$ cat config.mk
export PLATFORM = sky130hd
export DESIGN_NAME = tlma_queue
export DESIGN_NICKNAME = d
export VERILOG_FILES = /design/src/sv/tlma_pkg.sv /design/src/sv/tlma_queue.sv
export SDC_FILE = /design/constraint.sdc
export NUM_CORES = 1
export LEC_CHECK = 0
export BUFFER_PORTS_ARGS = -buffer_cell sky130_fd_sc_hd__clkbuf_2
export CORE_MARGIN = 5
export CORE_UTILIZATION = 60
export CTS_BUF_LIST = sky130_fd_sc_hd__clkbuf_16
export DETAILED_ROUTE_END_ITERATION = 16
export MAX_ROUTING_LAYER = met4
export PLACE_DENSITY = 0.83
export SYNTH_ARGS = -nofsm -noshare
export SYNTH_HDL_FRONTEND = slang
export SYNTH_SLANG_ARGS = --single-unit
$ cat constraint.sdc
create_clock -name clk -period 3.6 [get_ports clk]
set_input_delay 0.36 -clock clk [delete_from_list [all_inputs] [get_ports clk]]
set_output_delay 0.36 -clock clk [all_outputs]
set_load 0.005 [all_outputs]
$ cat src/sv/tlma_pkg.sv
// shared types and constants for the ternary lut matvec accumulator
// no dependencies; imported by every module of the block
`default_nettype none
package tlma_pkg;

  localparam int COLUMNS_DEF = 1024;
  localparam int COL_W       = 10;
  localparam int ACT_W       = 8;
  localparam int CODE_W      = 5;
  localparam int SUM_W       = 32;
  localparam int VAL_W       = ACT_W + 1;
  localparam int TBL_ENTRIES = 14;
  localparam int QUEUE_DEPTH = 4;

  localparam logic KIND_ACT = 1'b0;
  localparam logic KIND_WGT = 1'b1;

  typedef struct packed {
    logic                     kind;
    logic signed [ACT_W-1:0]  act_first;
    logic signed [ACT_W-1:0]  act_second;
    logic signed [ACT_W-1:0]  act_third;
    logic        [CODE_W-1:0] weight_code;
    logic        [COL_W-1:0]  column;
    logic                     last_group;
  } in_item_t;

  typedef struct packed {
    logic        [COL_W-1:0] out_column;
    logic signed [SUM_W-1:0] column_sum;
  } out_item_t;

  // one accumulate operation handed from front to back
  typedef struct packed {
    logic        [COL_W-1:0] column;
    logic signed [VAL_W-1:0] val;
    logic                    last;
  } acc_op_t;

  typedef enum logic {
    BK_CLEAR,
    BK_RUN
  } back_state_t;

endpackage
`default_nettype wire

$ cat src/sv/tlma_queue.sv
// short fifo of accumulate ops between front and back
// uses tlma_pkg for the op type and depth
`default_nettype none
module tlma_queue
  import tlma_pkg::*;
(
  input  wire logic    clk,
  input  wire logic    rst_n,
  input  wire logic    push,
  input  wire acc_op_t push_op,
  input  wire logic    pop,
  output logic         full,
  output logic         nonempty,
  output acc_op_t      head
);

  localparam int PW = $clog2(QUEUE_DEPTH);

  acc_op_t         slot_r [QUEUE_DEPTH];
  logic [PW-1:0]   wr_ptr_r, wr_ptr_nxt;
  logic [PW-1:0]   rd_ptr_r, rd_ptr_nxt;
  logic [PW:0]     cnt_r, cnt_nxt;

  always_comb begin
    full       = cnt_r == (PW+1)'(QUEUE_DEPTH);
    nonempty   = cnt_r != '0;
    head       = slot_r[rd_ptr_r];
    wr_ptr_nxt = push ? wr_ptr_r + 1'b1 : wr_ptr_r;
    rd_ptr_nxt = pop ? rd_ptr_r + 1'b1 : rd_ptr_r;
    cnt_nxt    = cnt_r + (PW+1)'(push) - (PW+1)'(pop);
  end

  always_ff @(posedge clk) begin
    if (!rst_n) begin
      wr_ptr_r <= '0;
      rd_ptr_r <= '0;
      cnt_r    <= '0;
    end else begin
      wr_ptr_r <= wr_ptr_nxt;
      rd_ptr_r <= rd_ptr_nxt;
      cnt_r    <= cnt_nxt;
    end
  end

  always_ff @(posedge clk) begin
    if (push) slot_r[wr_ptr_r] <= push_op;
  end

endmodule
`default_nettype wire

==> flow_summary.rst <==
.. list-table::
   :header-rows: 1

   * - Metric
     - Value
   * - Max Slew Vio Count
     - 0
   * - PwrDens
     - 577 nW/um^2
   * - Count of endpoints failing hold in the final timing report
     - 0
   * - Port-buffer cells
     - 45
   * - 1st-pass router iterations
     - 4
   * - Startpoint kind of the worst setup timing path
     - flop
   * - Series of cell instances along the critical path
     - mux4_2 > clkbuf_2
   * - Setup repair bufs after CTS
     - 0
   * - Sequential-to-total area share from yosys stat
     - 77.6%
   * - Post-route DRC violation count
     - 0
   * - Antenna cells
     - 0
   * - Count of maximum capacitance violations
     - 0
   * - Clock tree buffer depth
     - 2
   * - Filler instances
     - 328
   * - Worst Max-Slew Pin Slew
     - 1030 ps
   * - Core region area
     - 5440 sq um
   * - Post-CTS sizing
     - 0
   * - WL/cell
     - 19.8 um
   * - Synthesized area
     - 3330 sq um
   * - Area of the multi-input gates
     - 688 sq um
   * - Routed via count divided by cell count
     - 5.56
   * - Synth Net Count
     - 178
   * - Total CTS buffers
     - 9
   * - Leakage
     - 1.39 nW
   * - Post-Route Hold Slack
     - 259 ps
   * - Effective utilization at floorplan
     - 61.2%
   * - Worst Setup End Kind
     - output port
   * - Maximum fanout along the worst path
     - 20
   * - TritonCTS clock tree
     - yes
   * - Class of the tightest hold or removal check
     - in -> reg
   * - Largest stage delay, worst path
     - 930 ps
   * - Number of buffers added to fix hold violations after cts
     - 0
   * - Maximum number of pins on one net before global-route repair
     - 21
   * - Final critical delay including setup and external delays
     - 2170 ps
   * - Number of synthesized register bits
     - 89
   * - Final setup violation count
     - 0
   * - All-layer global routing usage
     - 17.6%
   * - Die width
     - 84.5 um
   * - Clock latency of the later-clocked register in the worst-skew pair
     - 320 ps
   * - # H-tree levels
     - 3
   * - CP required
     - 3240 ps
   * - Largest cells by area after synthesis
     - sky130_fd_sc_hd__edfxtp_1, sky130_fd_sc_hd__mux4_2, sky130_fd_sc_hd__dfxtp_1
   * - Setup_tns
     - 0 ps
   * - Initial drt markers
     - 125
   * - IR drop worst, VDD
     - 0.355 mV
   * - Finished Cell Area
     - 3880 sq um
   * - Via count of the routed design
     - 1541
   * - Fraction of the cycle the final worst path needs
     - 60.2%
   * - Area share of the leading cell type in the synthesized netlist
     - 72.2%
   * - Synth Area per Inst
     - 22.6 sq um
   * - Number of distinct library cells after synthesis
     - 18
   * - Arrival time of data at the critical path endpoint
     - 1810 ps
   * - Classification of the worst setup path
     - reg -> out
   * - Die outline area
     - 7140 sq um
   * - Fmax
     - 462 MHz
   * - Share of cells above drive strength 1
     - 38.5%
   * - Crit path max-delay family
     - flip-flops
   * - Count of pins on the block boundary
     - 46
   * - Status
     - finished clean
   * - Die height
     - 84.5 um
   * - Layout Skew
     - 4.11 ps
   * - Cell count after synthesis
     - 147
   * - Headroom to the max-slew limit
     - 31.4%
   * - Final RePlAce weighted congestion
     - 0.732
   * - Area of all sequential standard cells
     - 2580 sq um
   * - First-pass GRT wire length
     - 9.07 mm
   * - Initial antenna violation count
     - 0
   * - Growth of design area from synthesis to finish
     - 16.5%
   * - Unrepaired setup endpoints after global routing
     - no
   * - Area of placed instances
     - 3620 sq um
   * - Sink Count
     - 89
   * - Clock slew at reported path FFs
     - 60 ps
   * - Slowest stage cell, crit path
     - sky130_fd_sc_hd__dfxtp_1
   * - Standard-cell row count
     - 27
   * - Antenna-violating nets left
     - 0
   * - Total detailed-routing wirelength
     - 5.49 mm
   * - Cell type with the highest aggregate area in the netlist
     - sky130_fd_sc_hd__edfxtp_1
   * - Layout net count
     - 231
   * - Via count of the first global-routing pass
     - 1745
   * - Overflow left after global routing
     - 0
   * - Warnings from Yosys
     - 0
   * - Crit path buf inv count
     - 1
   * - Clock root buffer
     - sky130_fd_sc_hd__clkbuf_16
   * - Register-to-register path setup slack
     - 1780 ps
[per-layer routing]
metal  track usage [%]  wire length (um)
met1              21.0              2160
met2              29.5              3070
met3              3.63               236
met4              6.91                20
met5                 -                 0
[placed cells by master, fill, tap and decap left out, types with 2 or more instances in the layout]
master and instances:
sky130_fd_sc_hd__edfxtp_1 80, sky130_fd_sc_hd__clkbuf_2 45, sky130_fd_sc_hd__mux4_2 20, sky130_fd_sc_hd__inv_1 11
sky130_fd_sc_hd__dfxtp_1 9, sky130_fd_sc_hd__clkbuf_16 9, sky130_fd_sc_hd__and2_1 6, sky130_fd_sc_hd__ha_1 6
sky130_fd_sc_hd__nor2_1 5, sky130_fd_sc_hd__xnor2_1 2, sky130_fd_sc_hd__clkinv_2 2
[Yosys cell counts]
master                      n
sky130_fd_sc_hd__edfxtp_1  80
sky130_fd_sc_hd__mux4_2    20
sky130_fd_sc_hd__dfxtp_1    9
sky130_fd_sc_hd__inv_1      7
sky130_fd_sc_hd__and2_1     6
sky130_fd_sc_hd__ha_1       6
sky130_fd_sc_hd__nor2_1     5
sky130_fd_sc_hd__buf_2      2
sky130_fd_sc_hd__buf_6      2
sky130_fd_sc_hd__xnor2_1    2
sky130_fd_sc_hd__a21bo_2    1
sky130_fd_sc_hd__a21oi_1    1
sky130_fd_sc_hd__and3_1     1
sky130_fd_sc_hd__fa_1       1
sky130_fd_sc_hd__mux2i_1    1
sky130_fd_sc_hd__nand3b_1   1
sky130_fd_sc_hd__or3_1      1
sky130_fd_sc_hd__xor3_1     1
[power breakdown]
part	total [W]	leakage, nW	internal, W	switching [W]
combinational	0.000227	0.442	0.000123	0.000104
clock	0.000796	0.140	0.000454	0.000342
sequential	0.00122	0.809	0.00119	0.0000274
[cell type report]
type / count / area share (%)
repair buffers: 46 / 6.00
clock inverters: 7 / 0.839
inverters: 7 / 0.678
well taps: 72 / 2.32
multi-input cells: 47 / 17.7
clock buffers: 9 / 5.81
flip-flops and latches: 89 / 66.6
[registers in the layout, summed over array words and instances (netlist names), named ones only]
signal    cells
cnt_r         3
rd_ptr_r      2
slot_r       80
wr_ptr_r      2
[worst paths after layout]
path / startpoint / end / cells past startpoint
hold reg to reg: rd_ptr_r[0]$_SDFFE_PN0P_ / flop / 2
setup / recovery: flop / head[16] / 2
hold / removal: push_op[14] / slot_r[1][14]$_DFFE_PP_ / 1
setup reg to reg: wr_ptr_r[0]$_SDFFE_PN0P_ / slot_r[2][19]$_DFFE_PP_ / 3
[logic make-up (layout without fill, tap and decap cells)]
group                    after synthesis  count (layout)  share of synthesized area, %
XOR/XNOR                               3               3                          1.24
flip-flops                            89              89                          77.6
multiplexers                          21              21                          13.8
AND/OR/NAND/NOR                       14              14                          2.29
AO/OA/AOI/OAI                          2               2                         0.451
buffers and inverters                 11              69                          1.77
adder cells (fa/ha/maj)                7               7                          2.86
[stage by stage]
stage                     utilization (%)  worst slack, ps  instances  power, W
final                                71.3             1430        277   0.00224
after detailed placement             66.6             1730        261   0.00147
after floorplan                         -             1920        147   0.00137
after global placement               66.6             1720        261   0.00145
after global routing                 71.3             1310        277   0.00233
after CTS                            71.3             1370        277   0.00226
(Power assumes the default switching activity.)
