--- config.mk ---
export PLATFORM = sky130hd
export DESIGN_NAME = tlma_front
export DESIGN_NICKNAME = d
export VERILOG_FILES = /design/src/sv/tlma_pkg.sv /design/src/sv/tlma_front.sv
export SDC_FILE = /design/constraint.sdc
export NUM_CORES = 1
export LEC_CHECK = 0
export ABC_AREA = 0
export BUFFER_PORTS_ARGS = -buffer_cell sky130_fd_sc_hd__buf_2
export CAP_MARGIN = 10
export CORE_AREA = 2 2 159 161
export CTS_BUF_LIST = sky130_fd_sc_hd__clkbuf_16
export DETAILED_ROUTE_END_ITERATION = 12
export DIE_AREA = 0 0 161 163
export MAX_ROUTING_LAYER = met4
export PLACE_DENSITY_LB_ADDON = 0.1
export SLEW_MARGIN = 0
export SYNTH_ARGS = -nofsm -noshare
export SYNTH_HDL_FRONTEND = slang
export SYNTH_SLANG_ARGS = --single-unit
--- constraint.sdc ---
create_clock -name clk -period 12.75 [get_ports clk]
set_input_delay 2.55 -clock clk [delete_from_list [all_inputs] [get_ports clk]]
set_output_delay 2.55 -clock clk [all_outputs]
set_load 0.05 [all_outputs]
--- src/sv/tlma_pkg.sv ---
// shared types and constants for the ternary lut matvec accumulator
// no dependencies; imported by every module of the block
`default_nettype none
package tlma_pkg;

  localparam int COLUMNS_DEF = 1024;
  localparam int COL_W       = 10;
  localparam int ACT_W       = 8;
  localparam int CODE_W      = 5;
  localparam int SUM_W       = 32;
  localparam int VAL_W       = ACT_W + 1;
  localparam int TBL_ENTRIES = 14;
  localparam int QUEUE_DEPTH = 4;

  localparam logic KIND_ACT = 1'b0;
  localparam logic KIND_WGT = 1'b1;

  typedef struct packed {
    logic                     kind;
    logic signed [ACT_W-1:0]  act_first;
    logic signed [ACT_W-1:0]  act_second;
    logic signed [ACT_W-1:0]  act_third;
    logic        [CODE_W-1:0] weight_code;
    logic        [COL_W-1:0]  column;
    logic                     last_group;
  } in_item_t;

  typedef struct packed {
    logic        [COL_W-1:0] out_column;
    logic signed [SUM_W-1:0] column_sum;
  } out_item_t;

  // one accumulate operation handed from front to back
  typedef struct packed {
    logic        [COL_W-1:0] column;
    logic signed [VAL_W-1:0] val;
    logic                    last;
  } acc_op_t;

  typedef enum logic {
    BK_CLEAR,
    BK_RUN
  } back_state_t;

endpackage
`default_nettype wire

--- src/sv/tlma_front.sv ---
// front end: holds the lookup table built from the activation group and
// turns weight code beats into accumulate ops; uses tlma_pkg
`default_nettype none
module tlma_front
  import tlma_pkg::*;
#(
  parameter int COLUMNS = COLUMNS_DEF
) (
  input  wire logic     clk,
  input  wire logic     rst_n,
  input  wire logic     accept,
  input  wire in_item_t item,
  output logic          push,
  output acc_op_t       op
);

  logic signed [ACT_W-1:0] tbl_r   [TBL_ENTRIES];
  logic signed [ACT_W-1:0] tbl_nxt [TBL_ENTRIES];

  // weighted term for one base-3 digit: 0 -> -a, 1 -> 0, 2 -> +a
  function automatic logic signed [VAL_W:0] term(input int digit,
                                                 input logic signed [ACT_W-1:0] a);
    logic signed [VAL_W:0] ax;
    ax = (VAL_W+1)'(a);
    if (digit == 0) begin
      return -ax;
    end else if (digit == 1) begin
      return '0;
    end
    return ax;
  endfunction

  function automatic logic signed [ACT_W-1:0] sat(input logic signed [VAL_W:0] s);
    logic signed [VAL_W:0] hi;
    logic signed [VAL_W:0] lo;
    hi = (VAL_W+1)'(127);
    lo = -(VAL_W+1)'(128);
    if (s > hi) begin
      return ACT_W'(hi);
    end else if (s < lo) begin
      return ACT_W'(lo);
    end
    return ACT_W'(s);
  endfunction

  for (genvar g = 0; g < TBL_ENTRIES; g++) begin : g_tbl
    localparam int D0 = g % 3;
    localparam int D1 = (g / 3) % 3;
    localparam int D2 = g / 9;
    assign tbl_nxt[g] = sat(term(D0, item.act_first) + term(D1, item.act_second)
                            + term(D2, item.act_third));
  end

  always_ff @(posedge clk) begin
    if (!rst_n) begin
      for (int i = 0; i < TBL_ENTRIES; i++) tbl_r[i] <= '0;
    end else if (accept && item.kind == KIND_ACT) begin
      for (int i = 0; i < TBL_ENTRIES; i++) tbl_r[i] <= tbl_nxt[i];
    end
  end

  logic        [3:0]       idx;
  logic signed [ACT_W-1:0] entry;
  logic signed [VAL_W-1:0] ext;
  logic                    in_range;

  always_comb begin
    idx      = item.weight_code[3:0];
    // the two spare codes read as zero
    entry    = (32'(idx) < TBL_ENTRIES) ? tbl_r[idx] : '0;
    ext      = VAL_W'(entry);
    in_range = 32'(item.column) < 32'(COLUMNS);
    op.column = item.column;
    op.val    = item.weight_code[4] ? -ext : ext;
    op.last   = item.last_group;
    push      = accept && item.kind == KIND_WGT && in_range;
  end

endmodule
`default_nettype wire

==> run summary <==
### Status
* complete, no violations — result of the run

### Setup path
* buf_2 > mux4_2 > a22oi_1 > o21ai_0 > nor3_1 > nand3_1 > nor2_1 > nor2_1 > mux2_2 > buf_2 — crit-path cells
* primary input to primary output — category of the most critical setup path
* 25 — CP max FO
* 2 — total buffers and inverters traversed by the critical path
* 0.63 ns — stage delay of the slowest cell on the critical path
* 10.20 ns — WP data required
* 5.32 ns — data arrival time at the worst-slack endpoint
* primary output — critical path endpoint category
* buf_2 — library cell contributing the largest single delay on the critical path
* multiplexers — family of cells with the greatest summed delay on the critical path
* primary input — Critical Path Source Type

### Cells and area
* 0.003123 mm2 — FF+latch area
* 12.54% — share of layout cells above drive strength 1
* 8.865% — Area growth, synth to finish
* 1,139 — count of nets after finishing
* tbl_r — register with the most flip-flops
* 0.006113 mm2 — area of the multi-input gates
* edfxtp_1, inv_1, ha_1 — most used cells in the layout excluding fill and tap cells
* 0 — Antenna diodes
* 2,435 — filler cell count in the final layout
* tbl_r x104 — leading registers by flop count
* 104 — flip-flop count of the largest register, all copies and words added
* edfxtp_1 — most common library cell in the layout ignoring fill and taps

### Clock network
* 2 — maximum clock path buffer count
* 3 — Clock H-tree levels
* 0 — hold buffer count at CTS
* 9 — cts bufs inserted
* clkbuf_16 — clock tree root buffer cell
* 0 — Gates resized, CTS repair
* 0 — setup bufs post-CTS
* built — clock tree from TritonCTS
* 0.07 ns — clock input transition at the sequential cells of the worst setup and hold paths
* 104 — number of sinks handled by clock tree synthesis

### Placement
* 24.47 mm — detailed-placement wirelength estimate
* 4.822 ns — worst setup slack after placement
* 42 — port buffer count
* 0.9276 — Routability Congestion

### Global route
* 24.11% — aggregate global-route resource usage
* 83 — maximum number of pins on one net before global-route repair
* 6,802 — via count of the first global-routing pass
* 0 — overflow left after global routing
* 44.73 mm — wire length of the first global-routing pass
* 0 — initial antenna violation count

### Run
* 0 — Max-cap violations

### Floorplan
* 163 um — Die Ht
* 58 — Site Rows
* 0.02467 mm2 — core box area
* 39.41% — effective utilization at floorplan
* 0.02624 mm2 — Die Footprint
* 65 — io pins
* 161 um — die width

### Logic synthesis
* 104 — number of synthesized flops with an enable pin
* 1,107 — net count after synthesis
* 952 — number of cells produced by synthesis
* 0.009724 mm2 — total standard cell area after synthesis
* 0 — warning count from the yosys run
* 0% — proportion of synthesized flip-flops having asynchronous set or reset
* edfxtp_1 — predominant post-synthesis flop cell
* 32.12% — sequential fraction of the synthesis area
* 104 — number of flip-flops and latches in the synthesized netlist
* 10.21 um2 — Post-Synthesis Mean Instance Area
* 72 — post-synthesis cell type count

### Worst hold path
* primary input to flop — type of the tightest min-delay check

### Pwr
* 39.99% — switching portion of total power
* 132.3 mW/mm2 — Cell Pwr Density
* 560.1 uW — power dissipated by switching net loads
* 19.9% — part of the total power dissipated in the clock network
* 47.5% — combinational share of power
* 67.64 uV — largest vdd supply drop
* 4.435 nW — total leakage power
* 840.3 uW — Power Internal
* 32.6% — Sequential Power Share

### Timing
* 32.59% — worst relative slew slack
* 0 — Final Hold Violating Endpoints
* 4.879 ns — final setup margin
* 0 ns — setup_tns
* 1.011 ns — Slew @ Worst Pin
* 127.1 MHz — timing-limited maximum frequency
* 7.871 ns — min Tclk post-route
* 2.663 ns — minimum hold slack
* false — unrepaired setup endpoints after global routing
* 61.73% — share of the clock period used by the worst path after layout
* 0 — final slew viol count
* 0 — # setup viols final

### Routing
* 22.66 um — final routed wire length divided by cell count
* 593 — DRT iter0 DRCs
* 7,239 — via count
* 5 — drt first pass iters
* 0 — Detail Route Antenna Nets
* 29.89 mm — total routed wirelength
* 0 — remaining routing DRC violations
* 5.488 — Vias per Instance

-- cell families (layout without fill, tap and decap cells) --
kind of cell / count (synthesis) / count (layout) / synth area share, %
xor+xnor: 108 / 108 / 10.11
simple gates: 184 / 184 / 9.598
mux: 34 / 34 / 6.614
fa+ha+maj: 118 / 118 / 17.11
flops: 104 / 104 / 32.12
buf+inv: 124 / 161 / 5.262
compound gates: 280 / 280 / 19.18
-- worst min-delay path, stage by stage --
cell      delay, ns
buf_2          0.14
nand2_1        0.07
a211oi_1       0.07
-- layout make-up --
class                           instances  share of cell area [%]
Clock buffer                            9                   2.127
Clock inverter                          7                  0.7328
Inverter                               93                   3.297
Multi-Input combinational cell        724                   57.75
Sequential cell                       104                   29.50
Tap cell                              330                   3.900
Timing Repair Buffer                   52                   2.695
-- final timing paths --
kind | slack [ns] | cells past startpoint | from | endpoint
max | 4.88 | 10 | item[11] | op[9]
min | 2.66 | 3 | item[23] | tbl_r[4][6]$_SDFFCE_PN0P_
-- routing by layer --
| layer | vias to the layer above | track usage [%] | part of all wire [%] |
|---|---|---|---|
| met2 | 190 | 34.32 | 42 |
| met3 | 34 | 2.928 | 4.5 |
| met4 | 0 | 5.641 | 2.0 |
| li1 | 3555 | - | - |
| met1 | 3460 | 36.49 | 52 |
| met5 | - | - | 0 |
-- through the flow --
| step | power (mW) | instances | area (um2) | utilization (%) |
|---|---|---|---|---|
| CTS | 1.399 | 1319 | 10590 | 42.91 |
| finish | 1.400 | 1319 | 10590 | 42.91 |
| global placement | 1.118 | 1303 | 10280 | 41.68 |
| detailed placement | 1.118 | 1303 | 10280 | 41.68 |
| floorplan | 0.9414 | 952 | 9724 | - |
| global route | 1.483 | 1319 | 10590 | 42.91 |
-- synthesized netlist by cell type (5+ instances only) --
cell,count,area (um2)
mux2i_1,8,80.08
maj3_1,5,50.05
xnor2_1,79,691.9
edfxtp_1,104,3123
mux4_2,24,540.5
xor2_1,26,227.7
nor2b_1,7,43.79
o211ai_1,9,67.56
and2_1,15,93.84
nor3_1,17,85.08
nand3_1,11,55.05
clkbuf_1,14,52.55
nand2_1,54,202.7
a2111oi_0,6,52.55
inv_1,91,341.6
o31ai_1,10,75.07
o21a_1,19,142.6
nor3b_1,6,45.04
o21bai_1,10,75.07
a22o_1,5,43.79
a21oi_1,67,335.3
o21ai_0,61,305.3
a31o_2,11,96.34
a21o_1,35,262.8
buf_4,12,90.09
nor2_1,41,153.9
a21boi_0,7,52.55
nand2b_1,6,37.54
ha_1,84,1051
a22oi_1,7,52.55
or3_1,5,31.28
fa_1,27,540.5
a31oi_1,6,37.54
-- power by group through the flow --
stage	Combinational, mW	Clock [mW]	Sequential [mW]
2_1_floorplan	0.488	0	0.453
3_3_place_gp	0.653	0	0.465
3_5_place_dp	0.652	0	0.465
4_1_cts	0.657	0.284	0.458
5_1_grt	0.729	0.295	0.459
6_report	0.665	0.279	0.456
Note: power is estimated with default switching activity, not from simulation.
